<file path="src/hw/rtl/bnl_pkg.sv">
// shared constants for the box normalized l1 loss block
`default_nettype none
package bnl_pkg;

  localparam int unsigned NORM_W  = 16;
  localparam int unsigned GRAD_W  = 17;
  localparam int unsigned LOSS_W  = 34;
  localparam int unsigned SUM_W   = 48;
  localparam int unsigned BATCH_W = 11;
  localparam int unsigned APB_DW  = 32;
  localparam int unsigned APB_AW  = 3;
  localparam int unsigned LANES   = 4;

  localparam logic [NORM_W-1:0]  NORM_FLOOR  = 16'd26;
  localparam logic [NORM_W-1:0]  NORM_MAX    = 16'hFFFF;
  localparam logic [NORM_W-1:0]  NORM_ONE    = 16'd256;
  localparam logic [LOSS_W-1:0]  LOSS_MAX    = {LOSS_W{1'b1}};
  localparam logic [SUM_W-1:0]   SUM_MAX     = {SUM_W{1'b1}};
  localparam logic [NORM_W-1:0]  REF_SIZE_RST = 16'd256;
  localparam logic [BATCH_W-1:0] BATCH_RST   = 11'd1;

  // register index, taken from paddr[2]
  localparam logic [0:0] REG_REF_SIZE    = 1'b0;
  localparam logic [0:0] REG_BATCH_COUNT = 1'b1;

endpackage
`default_nettype wire

</file>
<file path="src/hw/rtl/bnl_in_if.sv">
// input channel carrying one box pair per word
`default_nettype none
interface bnl_in_if #(
  parameter int unsigned COORD_WIDTH = 16
);
  logic                          valid;
  logic                          ready;
  logic signed [COORD_WIDTH-1:0] pred_x1;
  logic signed [COORD_WIDTH-1:0] pred_y1;
  logic signed [COORD_WIDTH-1:0] pred_x2;
  logic signed [COORD_WIDTH-1:0] pred_y2;
  logic signed [COORD_WIDTH-1:0] gt_x1;
  logic signed [COORD_WIDTH-1:0] gt_y1;
  logic signed [COORD_WIDTH-1:0] gt_x2;
  logic signed [COORD_WIDTH-1:0] gt_y2;
  logic                          end_of_pass;

  modport source (
    output valid, pred_x1, pred_y1, pred_x2, pred_y2,
           gt_x1, gt_y1, gt_x2, gt_y2, end_of_pass,
    input  ready
  );
  modport sink (
    input  valid, pred_x1, pred_y1, pred_x2, pred_y2,
           gt_x1, gt_y1, gt_x2, gt_y2, end_of_pass,
    output ready
  );
endinterface
`default_nettype wire

</file>
<file path="src/hw/rtl/bnl_out_if.sv">
// output channel carrying one loss result per word
`default_nettype none
interface bnl_out_if;
  logic               valid;
  logic               ready;
  logic        [33:0] location_loss;
  logic        [15:0] width_norm;
  logic        [15:0] height_norm;
  logic signed [16:0] grad_x1;
  logic signed [16:0] grad_y1;
  logic signed [16:0] grad_x2;
  logic signed [16:0] grad_y2;
  logic        [47:0] batch_loss;
  logic               pass_done;

  modport source (
    output valid, location_loss, width_norm, height_norm,
           grad_x1, grad_y1, grad_x2, grad_y2, batch_loss, pass_done,
    input  ready
  );
  modport sink (
    input  valid, location_loss, width_norm, height_norm,
           grad_x1, grad_y1, grad_x2, grad_y2, batch_loss, pass_done,
    output ready
  );
endinterface
`default_nettype wire

</file>
<file path="src/hw/rtl/box_normalized_l1_loss.sv">
// top level of the size normalized l1 box regression loss block
`default_nettype none
// Takes one box pair (four predicted and four ground truth signed Q8.8
// corners) per input word and returns one result word: the weighted L1 loss
// of the location, the width and height norms and four sign gradients; on the
// word marked end_of_pass it also returns the running loss sum divided by
// batch_count and clears the sum. One word is in work at a time. A word passes
// through the two norm dividers, which run side by side one quotient bit a
// cycle, then the lane multiply, the merge add, the accumulate step and the
// output load. The last word of a pass also runs the 48 bit batch division,
// one bit a cycle. The output register lets the next word be taken while a
// result waits. ref_size and batch_count sit behind an APB-style port at byte
// addresses 0 and 4 and are to be written by the user only while the block is
// idle; the block itself does not enforce this.
module box_normalized_l1_loss #(
  parameter int unsigned COORD_WIDTH = 16
) (
  input  wire logic              clk_i,
  input  wire logic              rst_ni,
  bnl_in_if.sink                 in_if,
  bnl_out_if.source              out_if,
  input  wire logic              psel,
  input  wire logic              penable,
  input  wire logic              pwrite,
  input  wire logic [2:0]        paddr,
  input  wire logic [31:0]       pwdata,
  output logic      [31:0]       prdata,
  output logic                   pready
);

  localparam int unsigned CW = COORD_WIDTH;
  localparam int unsigned QW = COORD_WIDTH + 8;

  // sequencer codes
  localparam logic [2:0] S_IDLE  = 3'd0;
  localparam logic [2:0] S_NORM  = 3'd1;
  localparam logic [2:0] S_LANE  = 3'd2;
  localparam logic [2:0] S_MERGE = 3'd3;
  localparam logic [2:0] S_ACC   = 3'd4;
  localparam logic [2:0] S_BDIV  = 3'd5;
  localparam logic [2:0] S_OUT   = 3'd6;

  logic [2:0] state_q, state_d;

  // configuration registers
  logic [15:0] ref_size_q;
  logic [10:0] batch_count_q;
  logic        cfg_wr;

  // captured input word
  logic [CW-1:0] pred_q [bnl_pkg::LANES];
  logic [CW-1:0] gt_q   [bnl_pkg::LANES];
  logic          eop_q;
  logic          uncov_q;
  logic          wpos_q, hpos_q;

  logic [15:0]   nw_q, nh_q;
  logic [47:0]   loss_sum_q, loss_sum_d;
  logic [47:0]   batch_q;

  // output register
  logic          out_valid_q, out_valid_d;
  logic [33:0]   out_loss_q;
  logic [15:0]   out_wn_q, out_hn_q;
  logic [16:0]   out_grad_q [bnl_pkg::LANES];
  logic [47:0]   out_batch_q;
  logic          out_done_q;

  logic          in_acc;
  logic          out_load;

  // ---------------------------------------------------------------------------
  // configuration port: pready tied high, decode on paddr[2]
  // ---------------------------------------------------------------------------
  assign pready = 1'b1;
  assign cfg_wr = psel && penable && pwrite;

  always_ff @(posedge clk_i or negedge rst_ni) begin
    if (!rst_ni) begin
      ref_size_q    <= bnl_pkg::REF_SIZE_RST;
      batch_count_q <= bnl_pkg::BATCH_RST;
    end else if (cfg_wr) begin
      unique case (paddr[2])
        bnl_pkg::REG_REF_SIZE:    ref_size_q    <= pwdata[15:0];
        bnl_pkg::REG_BATCH_COUNT: batch_count_q <= pwdata[10:0];
        default: ;
      endcase
    end
  end

  always_comb begin
    unique case (paddr[2])
      bnl_pkg::REG_REF_SIZE:    prdata = {16'd0, ref_size_q};
      bnl_pkg::REG_BATCH_COUNT: prdata = {21'd0, batch_count_q};
      default:                  prdata = '0;
    endcase
  end

  // ---------------------------------------------------------------------------
  // input capture and ground truth extents
  // ---------------------------------------------------------------------------
  assign in_if.ready = (state_q == S_IDLE);
  assign in_acc      = in_if.valid && in_if.ready;

  logic [CW:0] ext_w, ext_h;
  logic        ext_w_pos, ext_h_pos;

  assign ext_w = {in_if.gt_x2[CW-1], in_if.gt_x2} - {in_if.gt_x1[CW-1], in_if.gt_x1};
  assign ext_h = {in_if.gt_y2[CW-1], in_if.gt_y2} - {in_if.gt_y1[CW-1], in_if.gt_y1};
  // a zero or negative extent goes straight to the floor
  assign ext_w_pos = ~ext_w[CW] && (ext_w != '0);
  assign ext_h_pos = ~ext_h[CW] && (ext_h != '0);

  always_ff @(posedge clk_i) begin
    if (in_acc) begin
      pred_q[0] <= in_if.pred_x1;
      pred_q[1] <= in_if.pred_y1;
      pred_q[2] <= in_if.pred_x2;
      pred_q[3] <= in_if.pred_y2;
      gt_q[0]   <= in_if.gt_x1;
      gt_q[1]   <= in_if.gt_y1;
      gt_q[2]   <= in_if.gt_x2;
      gt_q[3]   <= in_if.gt_y2;
      eop_q     <= in_if.end_of_pass;
      uncov_q   <= ~|{in_if.gt_x1, in_if.gt_y1, in_if.gt_x2, in_if.gt_y2};
      wpos_q    <= ext_w_pos;
      hpos_q    <= ext_h_pos;
    end
  end

  // ---------------------------------------------------------------------------
  // norm dividers: extent * 256 / ref_size, width and height side by side
  // ---------------------------------------------------------------------------
  logic          w_done, h_done;
  logic [QW-1:0] w_quot, h_quot;

  bnl_div #(
    .NW (QW),
    .DW (16)
  ) u_div_w (
    .clk_i      (clk_i),
    .rst_ni     (rst_ni),
    .start_i    (in_acc),
    .dividend_i ({ext_w[CW-1:0], 8'd0}),
    .divisor_i  (ref_size_q),
    .done_o     (w_done),
    .quot_o     (w_quot)
  );

  bnl_div #(
    .NW (QW),
    .DW (16)
  ) u_div_h (
    .clk_i      (clk_i),
    .rst_ni     (rst_ni),
    .start_i    (in_acc),
    .dividend_i ({ext_h[CW-1:0], 8'd0}),
    .divisor_i  (ref_size_q),
    .done_o     (h_done),
    .quot_o     (h_quot)
  );

  // clamp a quotient to the norm range; zero ref_size saturates high
  function automatic logic [15:0] clamp_norm(input logic pos, input logic [15:0] nref,
                                             input logic [QW-1:0] q);
    logic [15:0] r;
    if (!pos) begin
      r = bnl_pkg::NORM_FLOOR;
    end else if (nref == '0) begin
      r = bnl_pkg::NORM_MAX;
    end else if (q < QW'(bnl_pkg::NORM_FLOOR)) begin
      r = bnl_pkg::NORM_FLOOR;
    end else if (q > QW'(bnl_pkg::NORM_MAX)) begin
      r = bnl_pkg::NORM_MAX;
    end else begin
      r = q[15:0];
    end
    return r;
  endfunction

  always_ff @(posedge clk_i) begin
    if (state_q == S_NORM && w_done) begin
      if (uncov_q) begin
        // uncovered location: both norms are one
        nw_q <= bnl_pkg::NORM_ONE;
        nh_q <= bnl_pkg::NORM_ONE;
      end else begin
        nw_q <= clamp_norm(wpos_q, ref_size_q, w_quot);
        nh_q <= clamp_norm(hpos_q, ref_size_q, h_quot);
      end
    end
  end

  // ---------------------------------------------------------------------------
  // coordinate lanes: x lanes use the width norm, y lanes the height norm
  // ---------------------------------------------------------------------------
  logic [CW+15:0] lane_prod [bnl_pkg::LANES];
  logic [16:0]    lane_grad [bnl_pkg::LANES];

  for (genvar i = 0; i < bnl_pkg::LANES; i++) begin : g_lane
    bnl_lane #(
      .W (CW)
    ) u_lane (
      .clk_i  (clk_i),
      .pred_i (pred_q[i]),
      .gt_i   (gt_q[i]),
      .norm_i ((i % 2 == 0) ? nw_q : nh_q),
      .prod_o (lane_prod[i]),
      .grad_o (lane_grad[i])
    );
  end

  // merge stage: registered saturated location loss
  logic [33:0] loss;

  bnl_merge #(
    .W (CW)
  ) u_merge (
    .clk_i   (clk_i),
    .prod_i  (lane_prod),
    .uncov_i (uncov_q),
    .loss_o  (loss)
  );

  // ---------------------------------------------------------------------------
  // accumulator and batch division
  // ---------------------------------------------------------------------------
  logic [48:0] sum_ext;
  logic [47:0] sum_sat;
  logic        b_start;
  logic        b_done;
  logic [47:0] b_quot;
  logic [10:0] b_div;

  assign sum_ext = {1'b0, loss_sum_q} + 49'(loss);
  assign sum_sat = sum_ext[48] ? bnl_pkg::SUM_MAX : sum_ext[47:0];
  assign b_start = (state_q == S_ACC) && eop_q;
  // a zero batch count divides by one
  assign b_div   = (batch_count_q == '0) ? 11'd1 : batch_count_q;

  bnl_div #(
    .NW (48),
    .DW (11)
  ) u_div_b (
    .clk_i      (clk_i),
    .rst_ni     (rst_ni),
    .start_i    (b_start),
    .dividend_i (sum_sat),
    .divisor_i  (b_div),
    .done_o     (b_done),
    .quot_o     (b_quot)
  );

  always_comb begin
    loss_sum_d = loss_sum_q;
    if (state_q == S_ACC) begin
      loss_sum_d = eop_q ? '0 : sum_sat;
    end
  end

  always_ff @(posedge clk_i or negedge rst_ni) begin
    if (!rst_ni) begin
      loss_sum_q <= '0;
    end else begin
      loss_sum_q <= loss_sum_d;
    end
  end

  always_ff @(posedge clk_i) begin
    if (state_q == S_ACC) begin
      batch_q <= '0;
    end else if (state_q == S_BDIV && b_done) begin
      batch_q <= b_quot;
    end
  end

  // ---------------------------------------------------------------------------
  // sequencer
  // ---------------------------------------------------------------------------
  assign out_load = (state_q == S_OUT) && (!out_valid_q || out_if.ready);

  always_comb begin
    state_d = state_q;
    unique case (state_q)
      S_IDLE:  if (in_acc) state_d = S_NORM;
      S_NORM:  if (w_done) state_d = S_LANE;
      S_LANE:  state_d = S_MERGE;
      S_MERGE: state_d = S_ACC;
      S_ACC:   state_d = eop_q ? S_BDIV : S_OUT;
      S_BDIV:  if (b_done) state_d = S_OUT;
      S_OUT:   if (out_load) state_d = S_IDLE;
      default: state_d = S_IDLE;
    endcase
  end

  always_ff @(posedge clk_i or negedge rst_ni) begin
    if (!rst_ni) begin
      state_q <= S_IDLE;
    end else begin
      state_q <= state_d;
    end
  end

  // ---------------------------------------------------------------------------
  // output register
  // ---------------------------------------------------------------------------
  always_comb begin
    out_valid_d = out_valid_q;
    if (out_load) begin
      out_valid_d = 1'b1;
    end else if (out_if.ready) begin
      out_valid_d = 1'b0;
    end
  end

  always_ff @(posedge clk_i or negedge rst_ni) begin
    if (!rst_ni) begin
      out_valid_q <= 1'b0;
    end else begin
      out_valid_q <= out_valid_d;
    end
  end

  always_ff @(posedge clk_i) begin
    if (out_load) begin
      out_loss_q  <= loss;
      out_wn_q    <= nw_q;
      out_hn_q    <= nh_q;
      out_grad_q  <= lane_grad;
      out_batch_q <= batch_q;
      out_done_q  <= eop_q;
    end
  end

  assign out_if.valid         = out_valid_q;
  assign out_if.location_loss = out_loss_q;
  assign out_if.width_norm    = out_wn_q;
  assign out_if.height_norm   = out_hn_q;
  assign out_if.grad_x1       = out_grad_q[0];
  assign out_if.grad_y1       = out_grad_q[1];
  assign out_if.grad_x2       = out_grad_q[2];
  assign out_if.grad_y2       = out_grad_q[3];
  assign out_if.batch_loss    = out_batch_q;
  assign out_if.pass_done     = out_done_q;

  // ---------------------------------------------------------------------------
  // assertions
  // ---------------------------------------------------------------------------
  // both norm dividers start together and must finish together
  a_norm_sync: assert property (@(posedge clk_i) disable iff (!rst_ni)
    w_done |-> h_done)
    else $error("norm dividers out of step");

  // end of pass clears the accumulator
  a_sum_clear: assert property (@(posedge clk_i) disable iff (!rst_ni)
    (state_q == S_ACC && eop_q) |=> (loss_sum_q == '0))
    else $error("loss sum not cleared at end of pass");

  // an uncovered location adds no loss
  a_uncov_loss: assert property (@(posedge clk_i) disable iff (!rst_ni)
    (state_q == S_MERGE && uncov_q) |=> (loss == '0))
    else $error("uncovered location produced a loss");

  // batch division only finishes while the sequencer waits for it
  a_bdiv_state: assert property (@(posedge clk_i) disable iff (!rst_ni)
    b_done |-> (state_q == S_BDIV))
    else $error("batch divider finished out of sequence");

  // a delivered word never carries a norm below the floor
  a_norm_floor: assert property (@(posedge clk_i) disable iff (!rst_ni)
    out_valid_q |-> (out_wn_q >= bnl_pkg::NORM_FLOOR && out_hn_q >= bnl_pkg::NORM_FLOOR))
    else $error("norm below floor on output");

endmodule
`default_nettype wire

</file>
<file path="src/hw/rtl/bnl_div.sv">
// restoring divider, one quotient bit per cycle
`default_nettype none
module bnl_div #(
  parameter int unsigned NW = 24,
  parameter int unsigned DW = 16
) (
  input  wire logic          clk_i,
  input  wire logic          rst_ni,
  input  wire logic          start_i,
  input  wire logic [NW-1:0] dividend_i,
  input  wire logic [DW-1:0] divisor_i,
  output logic               done_o,
  output logic      [NW-1:0] quot_o
);

  localparam int unsigned CntW = $clog2(NW);

  logic            busy_q, busy_d;
  logic            done_q, done_d;
  logic [CntW-1:0] cnt_q, cnt_d;
  logic [DW-1:0]   rem_q, rem_d;
  logic [NW-1:0]   work_q, work_d;
  logic [DW-1:0]   dsr_q, dsr_d;

  logic [DW:0]     trial;
  logic [DW:0]     diff;
  logic            qbit;

  assign trial = {rem_q, work_q[NW-1]};
  assign diff  = trial - {1'b0, dsr_q};
  assign qbit  = ~diff[DW];

  always_comb begin
    busy_d = busy_q;
    done_d = 1'b0;
    cnt_d  = cnt_q;
    rem_d  = rem_q;
    work_d = work_q;
    dsr_d  = dsr_q;
    if (start_i) begin
      busy_d = 1'b1;
      cnt_d  = '0;
      rem_d  = '0;
      work_d = dividend_i;
      dsr_d  = divisor_i;
    end else if (busy_q) begin
      rem_d  = qbit ? diff[DW-1:0] : trial[DW-1:0];
      work_d = {work_q[NW-2:0], qbit};
      cnt_d  = cnt_q + CntW'(1);
      if (cnt_q == CntW'(NW - 1)) begin
        busy_d = 1'b0;
        done_d = 1'b1;
      end
    end
  end

  always_ff @(posedge clk_i or negedge rst_ni) begin
    if (!rst_ni) begin
      busy_q <= 1'b0;
      done_q <= 1'b0;
      cnt_q  <= '0;
    end else begin
      busy_q <= busy_d;
      done_q <= done_d;
      cnt_q  <= cnt_d;
    end
  end

  always_ff @(posedge clk_i) begin
    rem_q  <= rem_d;
    work_q <= work_d;
    dsr_q  <= dsr_d;
  end

  assign done_o = done_q;
  assign quot_o = work_q;

endmodule
`default_nettype wire

</file>
<file path="src/hw/rtl/bnl_lane.sv">
// one coordinate lane: weighted absolute difference and gradient
`default_nettype none
module bnl_lane #(
  parameter int unsigned W = 16
) (
  input  wire logic          clk_i,
  input  wire logic [W-1:0]  pred_i,
  input  wire logic [W-1:0]  gt_i,
  input  wire logic [15:0]   norm_i,
  output logic      [W+15:0] prod_o,
  output logic      [16:0]   grad_o
);

  logic [W:0]      diff;
  logic [W:0]      diff_neg;
  logic [W-1:0]    abs_v;
  logic [W+15:0]   prod_d, prod_q;
  logic [16:0]     grad_d, grad_q;

  assign diff     = {pred_i[W-1], pred_i} - {gt_i[W-1], gt_i};
  assign diff_neg = '0 - diff;
  assign abs_v    = diff[W] ? diff_neg[W-1:0] : diff[W-1:0];
  assign prod_d   = abs_v * norm_i;

  always_comb begin
    if (diff == '0) begin
      grad_d = '0;
    end else if (diff[W]) begin
      grad_d = 17'd0 - {1'b0, norm_i};
    end else begin
      grad_d = {1'b0, norm_i};
    end
  end

  always_ff @(posedge clk_i) begin
    prod_q <= prod_d;
    grad_q <= grad_d;
  end

  assign prod_o = prod_q;
  assign grad_o = grad_q;

endmodule
`default_nettype wire

</file>
<file path="src/hw/rtl/bnl_merge.sv">
// merge stage: sums the lane products into a saturated location loss
`default_nettype none
module bnl_merge #(
  parameter int unsigned W = 16
) (
  input  wire logic          clk_i,
  input  wire logic [W+15:0] prod_i [bnl_pkg::LANES],
  input  wire logic          uncov_i,
  output logic      [33:0]   loss_o
);

  localparam int unsigned SumW = (W + 18 > 34) ? W + 18 : 34;

  logic [SumW-1:0] sum;
  logic [33:0]     loss_d, loss_q;

  assign sum = SumW'(prod_i[0]) + SumW'(prod_i[1]) + SumW'(prod_i[2]) + SumW'(prod_i[3]);

  always_comb begin
    if (uncov_i) begin
      loss_d = '0;
    end else if (sum > SumW'(bnl_pkg::LOSS_MAX)) begin
      loss_d = bnl_pkg::LOSS_MAX;
    end else begin
      loss_d = sum[33:0];
    end
  end

  always_ff @(posedge clk_i) begin
    loss_q <= loss_d;
  end

  assign loss_o = loss_q;

endmodule
`default_nettype wire
</file>
<file path="src/flat_wrapper.sv">
// flat-port wrapper written by rule: the top's interface ports become plain ports
module box_normalized_l1_loss_flat 
#(
  parameter int unsigned COORD_WIDTH = 16
)
  (clk_i, rst_ni, psel, penable, pwrite, paddr, pwdata, prdata, pready, in_if_valid, in_if_pred_x1, in_if_pred_y1, in_if_pred_x2, in_if_pred_y2, in_if_gt_x1, in_if_gt_y1, in_if_gt_x2, in_if_gt_y2, in_if_end_of_pass, in_if_ready, out_if_valid, out_if_location_loss, out_if_width_norm, out_if_height_norm, out_if_grad_x1, out_if_grad_y1, out_if_grad_x2, out_if_grad_y2, out_if_batch_loss, out_if_pass_done, out_if_ready);
  bnl_in_if #(.COORD_WIDTH(COORD_WIDTH)) in_if_i ();
  bnl_out_if out_if_i ();
  input  wire logic clk_i;
  input  wire logic rst_ni;
  input  wire logic psel;
  input  wire logic penable;
  input  wire logic pwrite;
  input  wire logic [2:0] paddr;
  input  wire logic [31:0] pwdata;
  output logic      [31:0] prdata;
  output logic pready;
  input wire logic [$bits(in_if_i.valid)-1:0] in_if_valid;
  input wire logic [$bits(in_if_i.pred_x1)-1:0] in_if_pred_x1;
  input wire logic [$bits(in_if_i.pred_y1)-1:0] in_if_pred_y1;
  input wire logic [$bits(in_if_i.pred_x2)-1:0] in_if_pred_x2;
  input wire logic [$bits(in_if_i.pred_y2)-1:0] in_if_pred_y2;
  input wire logic [$bits(in_if_i.gt_x1)-1:0] in_if_gt_x1;
  input wire logic [$bits(in_if_i.gt_y1)-1:0] in_if_gt_y1;
  input wire logic [$bits(in_if_i.gt_x2)-1:0] in_if_gt_x2;
  input wire logic [$bits(in_if_i.gt_y2)-1:0] in_if_gt_y2;
  input wire logic [$bits(in_if_i.end_of_pass)-1:0] in_if_end_of_pass;
  output wire logic [$bits(in_if_i.ready)-1:0] in_if_ready;
  output wire logic [$bits(out_if_i.valid)-1:0] out_if_valid;
  output wire logic [$bits(out_if_i.location_loss)-1:0] out_if_location_loss;
  output wire logic [$bits(out_if_i.width_norm)-1:0] out_if_width_norm;
  output wire logic [$bits(out_if_i.height_norm)-1:0] out_if_height_norm;
  output wire logic [$bits(out_if_i.grad_x1)-1:0] out_if_grad_x1;
  output wire logic [$bits(out_if_i.grad_y1)-1:0] out_if_grad_y1;
  output wire logic [$bits(out_if_i.grad_x2)-1:0] out_if_grad_x2;
  output wire logic [$bits(out_if_i.grad_y2)-1:0] out_if_grad_y2;
  output wire logic [$bits(out_if_i.batch_loss)-1:0] out_if_batch_loss;
  output wire logic [$bits(out_if_i.pass_done)-1:0] out_if_pass_done;
  input wire logic [$bits(out_if_i.ready)-1:0] out_if_ready;
  assign in_if_i.valid = in_if_valid;
  assign in_if_i.pred_x1 = in_if_pred_x1;
  assign in_if_i.pred_y1 = in_if_pred_y1;
  assign in_if_i.pred_x2 = in_if_pred_x2;
  assign in_if_i.pred_y2 = in_if_pred_y2;
  assign in_if_i.gt_x1 = in_if_gt_x1;
  assign in_if_i.gt_y1 = in_if_gt_y1;
  assign in_if_i.gt_x2 = in_if_gt_x2;
  assign in_if_i.gt_y2 = in_if_gt_y2;
  assign in_if_i.end_of_pass = in_if_end_of_pass;
  assign in_if_ready = in_if_i.ready;
  assign out_if_valid = out_if_i.valid;
  assign out_if_location_loss = out_if_i.location_loss;
  assign out_if_width_norm = out_if_i.width_norm;
  assign out_if_height_norm = out_if_i.height_norm;
  assign out_if_grad_x1 = out_if_i.grad_x1;
  assign out_if_grad_y1 = out_if_i.grad_y1;
  assign out_if_grad_x2 = out_if_i.grad_x2;
  assign out_if_grad_y2 = out_if_i.grad_y2;
  assign out_if_batch_loss = out_if_i.batch_loss;
  assign out_if_pass_done = out_if_i.pass_done;
  assign out_if_i.ready = out_if_ready;
  box_normalized_l1_loss #(.COORD_WIDTH(COORD_WIDTH)) u_core (.clk_i(clk_i), .rst_ni(rst_ni), .in_if(in_if_i), .out_if(out_if_i), .psel(psel), .penable(penable), .pwrite(pwrite), .paddr(paddr), .pwdata(pwdata), .prdata(prdata), .pready(pready));
endmodule
</file>
<file path="config.mk">
export PLATFORM = sky130hd
export DESIGN_NAME = box_normalized_l1_loss_flat
export DESIGN_NICKNAME = d
export VERILOG_FILES = /design/src/hw/rtl/bnl_pkg.sv /design/src/hw/rtl/bnl_in_if.sv /design/src/hw/rtl/bnl_out_if.sv /design/src/hw/rtl/box_normalized_l1_loss.sv /design/src/hw/rtl/bnl_div.sv /design/src/hw/rtl/bnl_lane.sv /design/src/hw/rtl/bnl_merge.sv /design/src/flat_wrapper.sv
export SDC_FILE = /design/constraint.sdc
export NUM_CORES = 2
export LEC_CHECK = 0
export ABC_AREA = 1
export BUFFER_PORTS_ARGS = -buffer_cell sky130_fd_sc_hd__buf_2
export CAP_MARGIN = 20
export CELL_PAD_IN_SITES_DETAIL_PLACEMENT = 0
export CELL_PAD_IN_SITES_GLOBAL_PLACEMENT = 1
export CORE_MARGIN = 3
export CORE_UTILIZATION = 30
export CTS_CLUSTER_SIZE = 10
export DETAILED_ROUTE_END_ITERATION = 12
export PLACE_DENSITY = 0.67
export RECOVER_POWER = 100
export SYNTH_ARGS = -nofsm -noshare
export SYNTH_HDL_FRONTEND = slang
export SYNTH_HIERARCHICAL = 1
export SYNTH_SLANG_ARGS = --single-unit
</file>
<file path="constraint.sdc">
create_clock -name clk_i -period 15.4 [get_ports clk_i]
set_input_delay 2.31 -clock clk_i [delete_from_list [all_inputs] [get_ports clk_i]]
set_output_delay 2.31 -clock clk_i [all_outputs]
set_load 0.01 [all_outputs]
</file>
==> run_summary.xml <==
<?xml version="1.0" encoding="UTF-8"?>
<metrics>
  <group name="place">
    <metric name="hpwlAfterDp" unit="µm">220600</metric>
    <metric name="routabilityCongestion" unit="">0.8795</metric>
    <metric name="dp_worst_setup_slack" unit="ns">6.572</metric>
    <metric name="place.port_buffers" unit="">353</metric>
  </group>
  <group name="setup_path">
    <metric name="peak_fanout_along_the_critical_path" unit="">30</metric>
    <metric name="worstSetupStartpointType" unit="">flop</metric>
    <metric name="reg2reg_to" unit="">u_core/g_lane[0].u_lane/prod_o[29]</metric>
    <metric name="setup.worst_path.end_class" unit="">flop</metric>
    <metric name="crit_path_top_delay_cell" unit="">clkinvlp_2</metric>
    <metric name="r2r_cells" unit="">36</metric>
    <metric name="reg2reg_setup_slack" unit="ns">4.66</metric>
    <metric name="cp_data_required_time" unit="ns">16.12</metric>
    <metric name="setup.worst_path.start" unit="">u_core/gt_q[0][0]</metric>
    <metric name="cp_common_cell" unit="">nand2_1</metric>
    <metric name="worstReg2RegStart" unit="">u_core/gt_q[0][0]</metric>
    <metric name="timing.setup.critical_path_class" unit="">reg2reg</metric>
    <metric name="critical-path-max-stage-delay" unit="ns">1.24</metric>
    <metric name="critPathArrivalTime" unit="ns">11.46</metric>
  </group>
  <group name="clock_tree">
    <metric name="cts_tree" unit="">built</metric>
    <metric name="numCtsBuffers" unit="">117</metric>
    <metric name="clk_transition_reported_paths" unit="ns">0.06</metric>
    <metric name="cts.path.max_buffers" unit="">4</metric>
    <metric name="post_cts_resized" unit="">0</metric>
    <metric name="post_cts_hold_buffer_count" unit="">0</metric>
    <metric name="cts_root_buf" unit="">clkbuf_16</metric>
    <metric name="cts_post_setup_buffers_inserted" unit="">0</metric>
    <metric name="htree_num_levels" unit="">3</metric>
    <metric name="clock_latency_of_the_later_clocked_register_in_the_worst_skew_pair" unit="ns">0.88</metric>
    <metric name="cts.sinks" unit="">907</metric>
  </group>
  <group name="synth">
    <metric name="synth_warnings" unit="">6</metric>
    <metric name="syn_inst" unit="">10860</metric>
    <metric name="syn-mean-instance-area" unit="µm²">7.903</metric>
    <metric name="mappedNetlistArea" unit="mm²">0.08582</metric>
  </group>
  <group name="timing">
    <metric name="max_slew_margin" unit="%">-423.9</metric>
    <metric name="tightest_slew" unit="ns">7.859</metric>
    <metric name="fin_skew" unit="ns">0.09999</metric>
    <metric name="finalHoldViolCount" unit="">0</metric>
    <metric name="timing.final.setup_violations" unit="">0</metric>
    <metric name="holdWs" unit="ns">0.3967</metric>
    <metric name="timing.final.crit_share" unit="%">69.75</metric>
    <metric name="rsz0062_at_grt" unit="">false</metric>
    <metric name="pnr_worst_setup_slack" unit="ns">4.659</metric>
    <metric name="finalMaxSlewViolations" unit="">1455</metric>
    <metric name="fmax" unit="MHz">93.10</metric>
    <metric name="min_period" unit="ns">10.74</metric>
    <metric name="setup-tns-final" unit="ns">0</metric>
  </group>
  <group name="route">
    <metric name="vias_post_dr" unit="">68120</metric>
    <metric name="drt-initial-drc-count" unit="">4455</metric>
    <metric name="avgRoutedWirePerCell" unit="µm">18.38</metric>
    <metric name="drt_first_pass_iters" unit="">6</metric>
    <metric name="vias_per_cell" unit="">4.537</metric>
    <metric name="postRouteWirelength" unit="µm">275900</metric>
    <metric name="antenna_left" unit="">0</metric>
    <metric name="drc" unit="">0</metric>
  </group>
  <group name="status">
    <metric name="status" unit="">complete, but fails checks</metric>
    <metric name="violations_in_the_final_reports" unit="">capacitance limit, slew limit</metric>
  </group>
  <group name="floorplanning">
    <metric name="floorplan.die.width" unit="µm">540.9</metric>
    <metric name="ioPinCount" unit="">389</metric>
    <metric name="die_height" unit="µm">540.9</metric>
    <metric name="dieArea" unit="mm²">0.2925</metric>
    <metric name="fp.coreArea" unit="mm²">0.2835</metric>
    <metric name="std_cell_rows" unit="">195</metric>
    <metric name="floorplan.initialDensity" unit="%">30.27</metric>
  </group>
  <group name="layout">
    <metric name="area_delta_synth_final" unit="%">9.943</metric>
    <metric name="final.fill_count" unit="">30680</metric>
    <metric name="nets" unit="">12820</metric>
    <metric name="layout-drive-gt1-share" unit="%">5.465</metric>
    <metric name="final_util" unit="%">33.28</metric>
  </group>
  <group name="worst_hold_path">
    <metric name="min_path_type" unit="">reg2reg</metric>
    <metric name="hold_path_depth" unit="">0</metric>
    <metric name="worst_hold_path_endpoint" unit="">u_core/out_if.grad_y1[3]</metric>
    <metric name="holdCritStartpoint" unit="">u_core/g_lane[1].u_lane/grad_o[3]</metric>
  </group>
  <group name="power">
    <metric name="leakagePower" unit="nW">48.49</metric>
    <metric name="power.density_cell_area" unit="mW/mm²">67.54</metric>
    <metric name="irDropWorstVdd" unit="mV">0.09383</metric>
    <metric name="fin_total_pwr" unit="mW">6.373</metric>
  </group>
  <group name="run">
    <metric name="max-cap-violations" unit="">40</metric>
  </group>
  <group name="global_routing">
    <metric name="globalRouteTotalUtil" unit="%">18.73</metric>
    <metric name="grt_max_degree" unit="">144</metric>
    <metric name="first_global_vias" unit="">68470</metric>
    <metric name="grt_overflow_total" unit="">0</metric>
    <metric name="first_pass_grt_wire_length" unit="µm">422000</metric>
    <metric name="grt_antenna_before_repair" unit="">21</metric>
  </group>
</metrics>
[state kept, by name, indices dropped and copies added, names as in the netlist, 24 cells and up]
signal	cells
u_core/pred_q	64
u_core/g_lane.u_lane/prod_o	128
u_core/loss_sum_q	48
u_core/u_merge/loss_o	34
u_core/out_if.location_loss	34
u_core/batch_q	48
u_core/gt_q	64
u_core/g_lane.u_lane/grad_o	68
u_core/u_div_h/quot_o	24
u_core/u_div_w/quot_o	24
u_core/u_div_b/quot_o	48
u_core/out_if.batch_loss	48
[worst max path at each step]
| stage | to | slack, ns |
|---|---|---|
| after floorplan | u_core/out_if.batch_loss[0] | 4.76 |
| after global placement | u_core/g_lane[3].u_lane/prod_o[20] | 6.61 |
| after detailed placement | u_core/g_lane[3].u_lane/prod_o[20] | 6.57 |
| after CTS | u_core/g_lane[3].u_lane/prod_o[20] | 6.57 |
| after global routing | u_core/g_lane[2].u_lane/prod_o[29] | 3.83 |
| final | u_core/g_lane[0].u_lane/prod_o[29] | 4.66 |
[report_power, final]
part / switching, mW / internal, mW
clock network: 1.07 / 1.58
registers: 0.106 / 2.69
logic: 0.611 / 0.308
[through the flow]
stage,instance area (µm²),instances
global placement,91420,14780
finish,94360,15010
detailed placement,91440,14790
floorplan,85940,10890
global route,94330,15000
CTS,95110,14990
[layer usage]
layer	global-route usage, %	wire length, µm	vias to the layer above
met5	0	28	-
met4	6.130	10160	4
met3	2.632	15280	351
met2	29.66	121500	1760
met1	26.24	128900	32360
li1	-	-	33640
[worst max-delay path: cells and delay by family (launching register included)]
kind | cells | cell delay [ns]
buffers and inverters | 7 | 1.65
XOR/XNOR | 1 | 0.20
adder cells (fa/ha/maj) | 9 | 4.25
flip-flops | 1 | 0.45
AND/OR/NAND/NOR | 19 | 4.06
[layout by cell type (no fill, tap or decap), drive strengths merged, types with 2 or more instances in the layout]
cell	n
nand2	2877
diode	16
inv	2398
and3	5
clkbuf	507
o21a	5
o21bai	20
nor4	22
xnor2	76
nor3	87
buf	84
ha	633
nor2	1094
a21oi	415
clkinv	49
o211ai	7
o31ai	2
dfstp	2
xor2	136
nand3	567
or2	9
clkinvlp	4
conb	33
a21o	14
o21ai	264
a31oi	20
and2	19
fa	850
dfxtp	321
nand4	82
nand3b	35
dfrtp	98
a21boi	12
edfxtp	486
a211oi	4
a22oi	4
bufinv	8
[area by class of cell]
type | instances | area (µm²) | share of cell area (%)
Antenna cell | 16 | 40.04 | 0.04243
Multi-Input combinational cell | 7296 | 51620 | 54.71
Sequential cell | 907 | 23530 | 24.93
Tap cell | 3743 | 4683 | 4.963
Timing Repair Buffer | 413 | 1688 | 1.789
Clock inverter | 30 | 411.6 | 0.4363
Inverter | 2429 | 9133 | 9.679
Clock buffer | 178 | 3258 | 3.453
Power figures use the tool's default switching activity.
